## src/rtl/core/sfd_pkg.sv

```systemverilog
// ----------------------------------------------------------------------------
// sfd_pkg
// Types, constants and register indexes shared by the stereo feedback delay.
// ----------------------------------------------------------------------------
package sfd_pkg;

  localparam int unsigned MaxDelay = 65536;
  localparam int unsigned SampleW  = 16;
  localparam int unsigned AddrW    = $clog2(MaxDelay);
  localparam int unsigned LenW     = AddrW + 1;
  localparam int unsigned GainW    = 9;
  localparam int unsigned CfgIdxW  = 3;
  localparam int unsigned CfgDataW = LenW;

  // Output queue of result pairs.
  localparam int unsigned FifoDepth = 4;
  localparam int unsigned FifoPtrW  = $clog2(FifoDepth);
  localparam int unsigned FifoCntW  = FifoPtrW + 1;

  // Register indexes of the configuration port.
  localparam logic [CfgIdxW-1:0] RegDelayLength = CfgIdxW'(0);
  localparam logic [CfgIdxW-1:0] RegFeedbackGain = CfgIdxW'(1);
  localparam logic [CfgIdxW-1:0] RegDryGain      = CfgIdxW'(2);
  localparam logic [CfgIdxW-1:0] RegWetGain      = CfgIdxW'(3);
  localparam logic [CfgIdxW-1:0] RegBypass       = CfgIdxW'(4);

  // Register values after reset.
  localparam logic [LenW-1:0]  RstDelayLength = LenW'(44100);
  localparam logic [GainW-1:0] RstGain        = GainW'(128);

  localparam logic [LenW-1:0] MaxLen = LenW'(MaxDelay);

  typedef logic signed [SampleW-1:0] sample_t;

  typedef struct packed {
    sample_t left;
    sample_t right;
  } pair_t;

  localparam int unsigned PairW = $bits(pair_t);

endpackage

```

## src/rtl/core/sfd_chan.sv

```systemverilog
// ----------------------------------------------------------------------------
// sfd_chan
// Per-channel arithmetic: output mix and the value written back to the line,
// both rounded half up from Q.8 and saturated to the sample range.
// ----------------------------------------------------------------------------
module sfd_chan (
  input  sfd_pkg::sample_t                x_i,
  input  sfd_pkg::sample_t                d_i,
  input  logic [sfd_pkg::GainW-1:0]       dry_i,
  input  logic [sfd_pkg::GainW-1:0]       wet_i,
  input  logic [sfd_pkg::GainW-1:0]       fb_i,
  output sfd_pkg::sample_t                y_o,
  output sfd_pkg::sample_t                st_o
);

  localparam int unsigned AccW = sfd_pkg::SampleW + sfd_pkg::GainW + 2;
  localparam int unsigned QW   = AccW - 8;

  logic signed [AccW-1:0] x_e, d_e, dry_e, wet_e, fb_e;
  logic signed [AccW-1:0] mix_acc, st_acc;

  function automatic sfd_pkg::sample_t round_sat(input logic signed [AccW-1:0] acc);
    logic signed [AccW-1:0] v;
    logic signed [QW-1:0]   q;
    logic signed [QW-1:0]   hi;
    logic signed [QW-1:0]   lo;
    sfd_pkg::sample_t       r;
    v  = acc + AccW'(128);
    q  = QW'(v >>> 8);
    hi = QW'({1'b0, {(sfd_pkg::SampleW-1){1'b1}}});
    lo = -hi - QW'(1);
    if (q > hi) begin
      r = {1'b0, {(sfd_pkg::SampleW-1){1'b1}}};
    end else if (q < lo) begin
      r = {1'b1, {(sfd_pkg::SampleW-1){1'b0}}};
    end else begin
      r = sfd_pkg::SampleW'(q);
    end
    return r;
  endfunction

  assign x_e   = AccW'(x_i);
  assign d_e   = AccW'(d_i);
  assign dry_e = {{(AccW-sfd_pkg::GainW){1'b0}}, dry_i};
  assign wet_e = {{(AccW-sfd_pkg::GainW){1'b0}}, wet_i};
  assign fb_e  = {{(AccW-sfd_pkg::GainW){1'b0}}, fb_i};

  assign mix_acc = x_e * dry_e + d_e * wet_e;
  assign st_acc  = (x_e <<< 8) + d_e * fb_e;

  assign y_o  = round_sat(mix_acc);
  assign st_o = round_sat(st_acc);

endmodule

```

## config.mk

```make
export PLATFORM = sky130hd
export DESIGN_NAME = sfd_chan
export DESIGN_NICKNAME = d
export VERILOG_FILES = /design/src/rtl/core/sfd_pkg.sv /design/src/rtl/core/sfd_chan.sv
export SDC_FILE = /design/constraint.sdc
export NUM_CORES = 1
export LEC_CHECK = 0
export ABC_AREA = 1
export BUFFER_PORTS_ARGS = -buffer_cell sky130_fd_sc_hd__buf_4
export CAP_MARGIN = 5
export CELL_PAD_IN_SITES_DETAIL_PLACEMENT = 1
export CELL_PAD_IN_SITES_GLOBAL_PLACEMENT = 2
export CORE_ASPECT_RATIO = 1.1
export CORE_MARGIN = 1
export CORE_UTILIZATION = 39
export DETAILED_ROUTE_END_ITERATION = 16
export PLACE_DENSITY_LB_ADDON = 0.1
export SLEW_MARGIN = 5
export SYNTH_ARGS = -nofsm -noshare
export SYNTH_HDL_FRONTEND = slang
export SYNTH_SLANG_ARGS = --single-unit
```

## constraint.sdc

```tcl
create_clock -name vclk -period 9.1
set_input_delay 0.455 -clock vclk [all_inputs]
set_output_delay 0.455 -clock vclk [all_outputs]
set_load 0.01 [all_outputs]
```

==> metrics.cfg <==
[layout]
register_area_um2 = 0
area_growth_syn_to_layout_pct = 5.594
final_cell_area_um2 = 19770
design.seq.count = 0
num_antenna_cells = 0
postLayoutCoreUtil = 0.4202
fill_cells = 6003
layout.nets = 3215
drive_gt1_frac = 0.04198
n_clock_buffer = 0

[global_route]
overflow = 0
grt_usage = 0.2211
grt_max_degree = 19
grt_antenna_before_repair = 0
first_global_vias = 16710
grt_pass1_wl_mm = 85.89

[die]
num_io_pins = 91
core_area_um2 = 47040
dieArea_um2 = 48880
start_util = 0.3980
num_rows = 83
die_h_um = 231.8
die_w_um = 210.9

[yosys]
ys_warn_count = 0
ys_types = 27
synth_nets = 3227
synth_area_leaders = fa_1 (47%), inv_1 (18%), nand2_1 (14%)
synth_cells = 2563
syn-cell-area_um2 = 18720
synth_top_area_share = 0.4694
ys_top_cells_by_count = inv_1 (897), nand2_1 (717), fa_1 (439)
yosys.area.top_type = fa_1
synth_area_per_cell_um2 = 7.305
yosysMostFrequentCell = inv_1
yosysSeqAreaShare = 0

[timing]
fin_ws_ns = 1.806
slew_viol_final = 0
rsz0062_at_grt = no
finalCritPeriodShare = 0.8016
finalCriticalPeriod_ns = 7.294
hold_viol_final = 0
setup_viol = 0
slew_headroom = 0.5097
tightest_slew_ns = 0.7287
fmax_mhz = 137.1
tns_ns = 0

[drt]
wire_per_inst_um = 16.04
viasPerCell = 4.568
vias = 14560
drt-total-wl_mm = 51.09
drt-initial-drc-count = 412
ant_nets = 0
post-route-drc-count = 0
first_pass_iters = 4

[place]
hpwl_mm = 46.75
pre_cts_slack_ns = 1.732
placed_cell_area_um2 = 19770
portBuffers = 91
gp_congestion = 0.8597

[setup_path]
critPathMaxFanout = 18
cp-end-kind = output port
critical_path_class = primary input to output port
cp-start-kind = primary input
critPathArrivalTime_ns = 6.84
crit_required_ns = 8.65

[outcome]
status = finished clean

[cts]
cts_resized = 0
postCtsSetupRepairBufs = 0
holdBufCountCts = 0

[min_path]
holdCritPathClass = primary input to output port

[job]
cap_violations = 0

logic make-up (layout without fill, tap and decap cells):
family | Yosys count | after routing | share of synthesized area
XOR/XNOR | 42 | 42 | 0.01965
AND/OR/NAND/NOR | 849 | 849 | 0.1778
buffers and inverters | 1003 | 989 | 0.2032
adder cells (fa/ha/maj) | 605 | 605 | 0.5804
AO/OA/AOI/OAI | 64 | 64 | 0.01898
metal layers:
metal / part of all wire / track usage
met4: 0.014 / 0.02649
met3: 0.014 / 0.005275
met1: 0.43 / 0.2727
met2: 0.54 / 0.4360
met5: 0 / 0
worst max-delay path, stage by stage:
cell and delay, ns:
buf_4 0.23, nand2_1 0.19, fa_1 0.57, inv_1 0.13, fa_1 0.74, fa_1 0.48, inv_1 0.08, fa_1 0.41
inv_1 0.09, fa_1 0.43, fa_1 0.51, inv_1 0.06, fa_1 0.50, inv_1 0.04, ha_1 0.38, nand2_1 0.10
nor2_1 0.25, nand2_1 0.14, nor2_1 0.11, nand2_1 0.08, nand3_1 0.13, inv_1 0.06, nand2_1 0.07, nand2_2 0.08
nand2_2 0.23, nand2_1 0.09, nand2_1 0.07, buf_4 0.12
per-stage QoR:
| step | hold slack, ns | std cells |
|---|---|---|
| final | 1.882 | 3186 |
| after global routing | 1.983 | 3186 |
| after CTS | 1.902 | 3186 |
| after detailed placement | 1.901 | 3186 |
| after global placement | 1.858 | 3186 |
| after floorplan | 1.399 | 2563 |
area by class of cell:
cell class	count	area [um2]	area share
well taps	637	797.0	0.04032
inverters	898	3371	0.1705
multi-input cells	1560	14920	0.7546
repair buffers	91	683.2	0.03456
cell usage in the layout, fill, tap and decap left out, types with 8 or more instances in the layout:
cell type,count
fa_1,439
nand3_1,33
xor2_1,23
nor2_1,62
ha_1,166
nand2_2,9
o21bai_1,8
inv_1,897
nand4_1,13
xnor2_1,19
nand2_1,717
buf_4,91
a21oi_1,40
path summary, 6_finish.rpt:
path / cells past startpoint / from / to / slack [ns]
worst min-delay path: 9 / fb_i[1] / st_o[12] / 1.88
worst max-delay path: 28 / d_i[15] / y_o[9] / 1.81
Power is left out: the tool's default activity adds up to more than one toggle a clock period on the data nets, which glitch-free logic cannot reach.
