File: src/rtl/core/sfd_pkg.sv
// ----------------------------------------------------------------------------
// sfd_pkg
// Types, constants and register indexes shared by the stereo feedback delay.
// ----------------------------------------------------------------------------
package sfd_pkg;

  localparam int unsigned MaxDelay = 65536;
  localparam int unsigned SampleW  = 16;
  localparam int unsigned AddrW    = $clog2(MaxDelay);
  localparam int unsigned LenW     = AddrW + 1;
  localparam int unsigned GainW    = 9;
  localparam int unsigned CfgIdxW  = 3;
  localparam int unsigned CfgDataW = LenW;

  // Output queue of result pairs.
  localparam int unsigned FifoDepth = 4;
  localparam int unsigned FifoPtrW  = $clog2(FifoDepth);
  localparam int unsigned FifoCntW  = FifoPtrW + 1;

  // Register indexes of the configuration port.
  localparam logic [CfgIdxW-1:0] RegDelayLength = CfgIdxW'(0);
  localparam logic [CfgIdxW-1:0] RegFeedbackGain = CfgIdxW'(1);
  localparam logic [CfgIdxW-1:0] RegDryGain      = CfgIdxW'(2);
  localparam logic [CfgIdxW-1:0] RegWetGain      = CfgIdxW'(3);
  localparam logic [CfgIdxW-1:0] RegBypass       = CfgIdxW'(4);

  // Register values after reset.
  localparam logic [LenW-1:0]  RstDelayLength = LenW'(44100);
  localparam logic [GainW-1:0] RstGain        = GainW'(128);

  localparam logic [LenW-1:0] MaxLen = LenW'(MaxDelay);

  typedef logic signed [SampleW-1:0] sample_t;

  typedef struct packed {
    sample_t left;
    sample_t right;
  } pair_t;

  localparam int unsigned PairW = $bits(pair_t);

endpackage

File: src/rtl/core/sfd_fifo.sv
// ----------------------------------------------------------------------------
// sfd_fifo
// Small output queue of result pairs; it reports its fill level so the
// front end can issue only when a slot is guaranteed.
// ----------------------------------------------------------------------------
module sfd_fifo (
  input  logic                          clk_i,
  input  logic                          rst_ni,
  input  logic                          push_i,
  input  sfd_pkg::pair_t                data_i,
  input  logic                          pop_i,
  output logic                          valid_o,
  output sfd_pkg::pair_t                data_o,
  output logic [sfd_pkg::FifoCntW-1:0]  count_o
);

  sfd_pkg::pair_t                  buf_q [sfd_pkg::FifoDepth];
  logic [sfd_pkg::FifoPtrW-1:0]    wr_ptr_q, rd_ptr_q;
  logic [sfd_pkg::FifoCntW-1:0]    cnt_q, cnt_d;
  logic                            do_pop;

  assign valid_o = (cnt_q != '0);
  assign data_o  = buf_q[rd_ptr_q];
  assign count_o = cnt_q;
  assign do_pop  = pop_i & valid_o;

  always_comb begin
    cnt_d = cnt_q;
    if (push_i && !do_pop) begin
      cnt_d = cnt_q + sfd_pkg::FifoCntW'(1);
    end else if (!push_i && do_pop) begin
      cnt_d = cnt_q - sfd_pkg::FifoCntW'(1);
    end
  end

  always_ff @(posedge clk_i or negedge rst_ni) begin
    if (!rst_ni) begin
      wr_ptr_q <= '0;
      rd_ptr_q <= '0;
      cnt_q    <= '0;
    end else begin
      cnt_q <= cnt_d;
      if (push_i) begin
        wr_ptr_q <= wr_ptr_q + sfd_pkg::FifoPtrW'(1);
      end
      if (do_pop) begin
        rd_ptr_q <= rd_ptr_q + sfd_pkg::FifoPtrW'(1);
      end
    end
  end

  always_ff @(posedge clk_i) begin
    if (push_i) begin
      buf_q[wr_ptr_q] <= data_i;
    end
  end

endmodule
File: config.mk
export PLATFORM = sky130hd
export DESIGN_NAME = sfd_fifo
export DESIGN_NICKNAME = d
export VERILOG_FILES = /design/src/rtl/core/sfd_pkg.sv /design/src/rtl/core/sfd_fifo.sv
export SDC_FILE = /design/constraint.sdc
export NUM_CORES = 1
export LEC_CHECK = 0
export ABC_AREA = 1
export BUFFER_PORTS_ARGS = -buffer_cell sky130_fd_sc_hd__buf_2
export CORE_ASPECT_RATIO = 1.4
export CORE_UTILIZATION = 45
export CTS_BUF_LIST = sky130_fd_sc_hd__clkbuf_16
export DETAILED_ROUTE_END_ITERATION = 8
export PLACE_DENSITY_LB_ADDON = 0.15
export SYNTH_ARGS = -nofsm -noshare
export SYNTH_HDL_FRONTEND = slang
export SYNTH_SLANG_ARGS = --single-unit
File: constraint.sdc
create_clock -name clk_i -period 3.6 [get_ports clk_i]
set_input_delay 0.72 -clock clk_i [delete_from_list [all_inputs] [get_ports clk_i]]
set_output_delay 0.72 -clock clk_i [all_outputs]
set_load 0.02 [all_outputs]
==> run metrics <==
status finished clean; Cells after DPL 631; Clock Skew slightly below 0.005 ns; GRT Total Usage 0.168; xor/xnor cell area share of the yosys netlist 0.00316; antenna-violating nets left 0; Yosys reg bits around 140; routability cong. ~0.7; clk_lat worst skew 0.40 ns; Tcrit/Tclk final 0.796; critical path arrival about 2.2 ns; Syn. warnings 0; Post-Syn Nets 470; post-synthesis mux area share 0; Final Instance Count excl. Fillers around 660; CTS tree yes; Cell Rows 47; die width between 90 and 100 microns; CTS Buf Count 17; Total Power between 0.005 and 0.006 W; Hold Crit Class in2async; PostCTS Resize Cnt 0; Post-CTS Hold Fix Bufs 0; Core Region 11900 sq um; Die Height between 100 and 150 microns; Final Hold Viols 0; layout cells sized above 1 0.205; Critical path buffers and inverters 3; Initial Util 0.465; peak supply drop ~430 uV; Slew Limit Fails 0; largest family of logic cells by synthesized area compound AO/OA/AOI/OAI gates; crit-path leading delay family buffers and inverters; critical path, cell by cell inv_4 -> buf_12 -> nand2_1 -> o211ai_1 -> nand2_1 -> buf_2; Final HPWL DP around 5900 microns; placed inst area 5970 sq um; pre-CTS setup slack between 1 and 1.5 ns; Max Fclk approximately 0.35 GHz; Synth Area per Inst ~13 sq um; slew margin rel. 0.483; vias in the first global route just over 3000; final worst slack 0.734 ns; Final setup viols 0; Sink Count 135; leakage power 2.72 nW; crit path max-delay cell type inv_4; max incr delay on CP roughly 0.54 ns; DRC violations left 0; CTS clk-pin slew, worst paths about 0.05 ns; Critical Path RT around 2.9 ns; nets 545; Final Cell Area 6520 sq um; CP Max Fanout ~80; Cell Int Power 0.00365 W; Iteration-0 DRC Markers about 130; gr ovfl total 0; fill cell count a little over 1000; TritonRoute pass-1 iters 5; CTS max path bufs 2; Startpoint Class register; Compound-Gate Fraction of Synth Area 0.0875; vias after detailed routing 3246; max-cap violations 0; Vias/cell 4.89; WS Path Type reg2out; Cell variety after synth 18; Port Buf Inserts 71; grt met2 use 0.276; GR met3 Demand/Resource 0.0537; unrepaired setup endpoints after global routing false; area of the multi-input gates roughly 1000 sq um; register area around 4000 sq um; Logic pwr share 0.341; cells after synthesis 428; clock power share 0.279; first-pass GRT wire length roughly 15000 microns; slew of the pin with the lowest slew margin 0.770 ns; Power Dens Cells roughly 870 nW/um^2; Ports just over 70; met1 Use GR 0.201; Switch Pwr ~0.0020 W; Seq/Total Area, Yosys 0.725; WL/cell ~15 microns; GRT busiest layer met2; CTS root buf clkbuf_16; H-tree depth 4; sequential share of power 0.381; largest net degree at the start of global routing 79; Worst setup EP type primary output; Post-Synth Adder-Cell Area 0.0149; TNS Setup 0 ns; die area approximately 13000 sq um; post-CTS setup buffer count 0; initial antenna violation count 1; Switching Fraction 0.355; simple-gate share of the synthesized area 0.0830; most used cell, CP nand2_1; Final min period between 2 and 3 ns; drt total wl about 9700 microns; area grow syn2layout 17.6%; synthesized cell area ~5500 sq um
## per-stage QoR
step,hold WS [ns],utilization
CTS,0.130,0.546
finish,0.146,0.546
global route,0.134,0.546
floorplan,0.424,-
global placement,0.484,0.500
detailed placement,0.488,0.500
## sequential cells by signal, summed over array words and instances, names as in the netlist
register,cells
buf_q,128
wr_ptr_q,2
rd_ptr_q,2
count_o,3
## power by group through the flow
stage	combinational [W]	sequential (W)	clock [W]
2_1_floorplan	0.00145	0.00219	0
3_3_place_gp	0.00194	0.00218	0
3_5_place_dp	0.00197	0.00219	0
4_1_cts	0.00197	0.00216	0.00161
5_1_grt	0.00215	0.00219	0.00168
6_report	0.00193	0.00216	0.00158
## placed cells by master, fill, tap and decap left out, drive strengths merged, types with 2 or more instances in the layout
master / n
edfxtp: 128
buf: 78
clkinv: 13
o211ai: 64
dfrtp: 7
clkbuf: 17
inv: 76
bufinv: 2
nand2: 116
ha: 5
nand3: 3
## layer usage
| layer | part of all wire | wire length [microns] | vias up |
|---|---|---|---|
| li1 | - | - | 1631 |
| met1 | 0.43 | 4200 | 1547 |
| met2 | 0.52 | 5000 | 64 |
| met3 | 0.041 | 396 | 4 |
| met4 | 0.0080 | 77 | 0 |
| met5 | 0 | 0 | - |
## path summary, 6_finish.rpt
check,start,to,slack (ns),cells after the start
setup / recovery,rd_ptr_q[0]$_DFFE_PN0P_,data_o[16],0.73,6
hold / removal,rst_ni,count_o[2]$_DFFE_PN0P_,0.15,1
setup reg to reg,wr_ptr_q[0]$_DFFE_PN0P_,buf_q[2][27]$_DFFE_PP_,1.50,5
hold reg to reg,count_o[2]$_DFFE_PN0P_,count_o[2]$_DFFE_PN0P_,0.50,2
max in group asynchronous,rst_ni,wr_ptr_q[1]$_DFFE_PN0P_,3.29,1
min in group clk_i,count_o[2]$_DFFE_PN0P_,count_o[2]$_DFFE_PN0P_,0.50,2
## layout make-up
cell class                      count  share of cell area
Multi-Input combinational cell    194               0.160
Clock inverter                     15              0.0186
Tap cell                          147              0.0282
Timing Repair Buffer               78              0.0664
Sequential cell                   135               0.616
Clock buffer                       17              0.0652
Inverter                           77              0.0447
Antenna cell                        1            0.000384
## kinds of logic (layout without fill, tap and decap cells)
logic type | Yosys count | after routing
DFF | 135 | 135
and+or+nand+nor | 121 | 121
buffers and inverters | 99 | 187
AOI/OAI and AO/OA | 65 | 65
adders and majority gates | 6 | 6
xor gates and xnor gates | 2 | 2
other | 0 | 1
## synth_stat cells
cell type / n / share of area
nor2_1: 1 / 0.00068
clkbuf_1: 2 / 0.0014
dfrtp_1: 7 / 0.032
nand2_1: 116 / 0.079
nand3_1: 3 / 0.0027
edfxtp_1: 128 / 0.69
buf_4: 4 / 0.0054
inv_1: 76 / 0.051
xnor2_1: 1 / 0.0016
buf_2: 4 / 0.0036
o21ai_0: 1 / 0.00090
nand4_1: 1 / 0.0011
buf_6: 12 / 0.024
o211ai_1: 64 / 0.087
fa_1: 1 / 0.0036
inv_2: 1 / 0.00068
xor2_1: 1 / 0.0016
ha_1: 5 / 0.011
No activity file was read; power rests on OpenSTA's default activity.
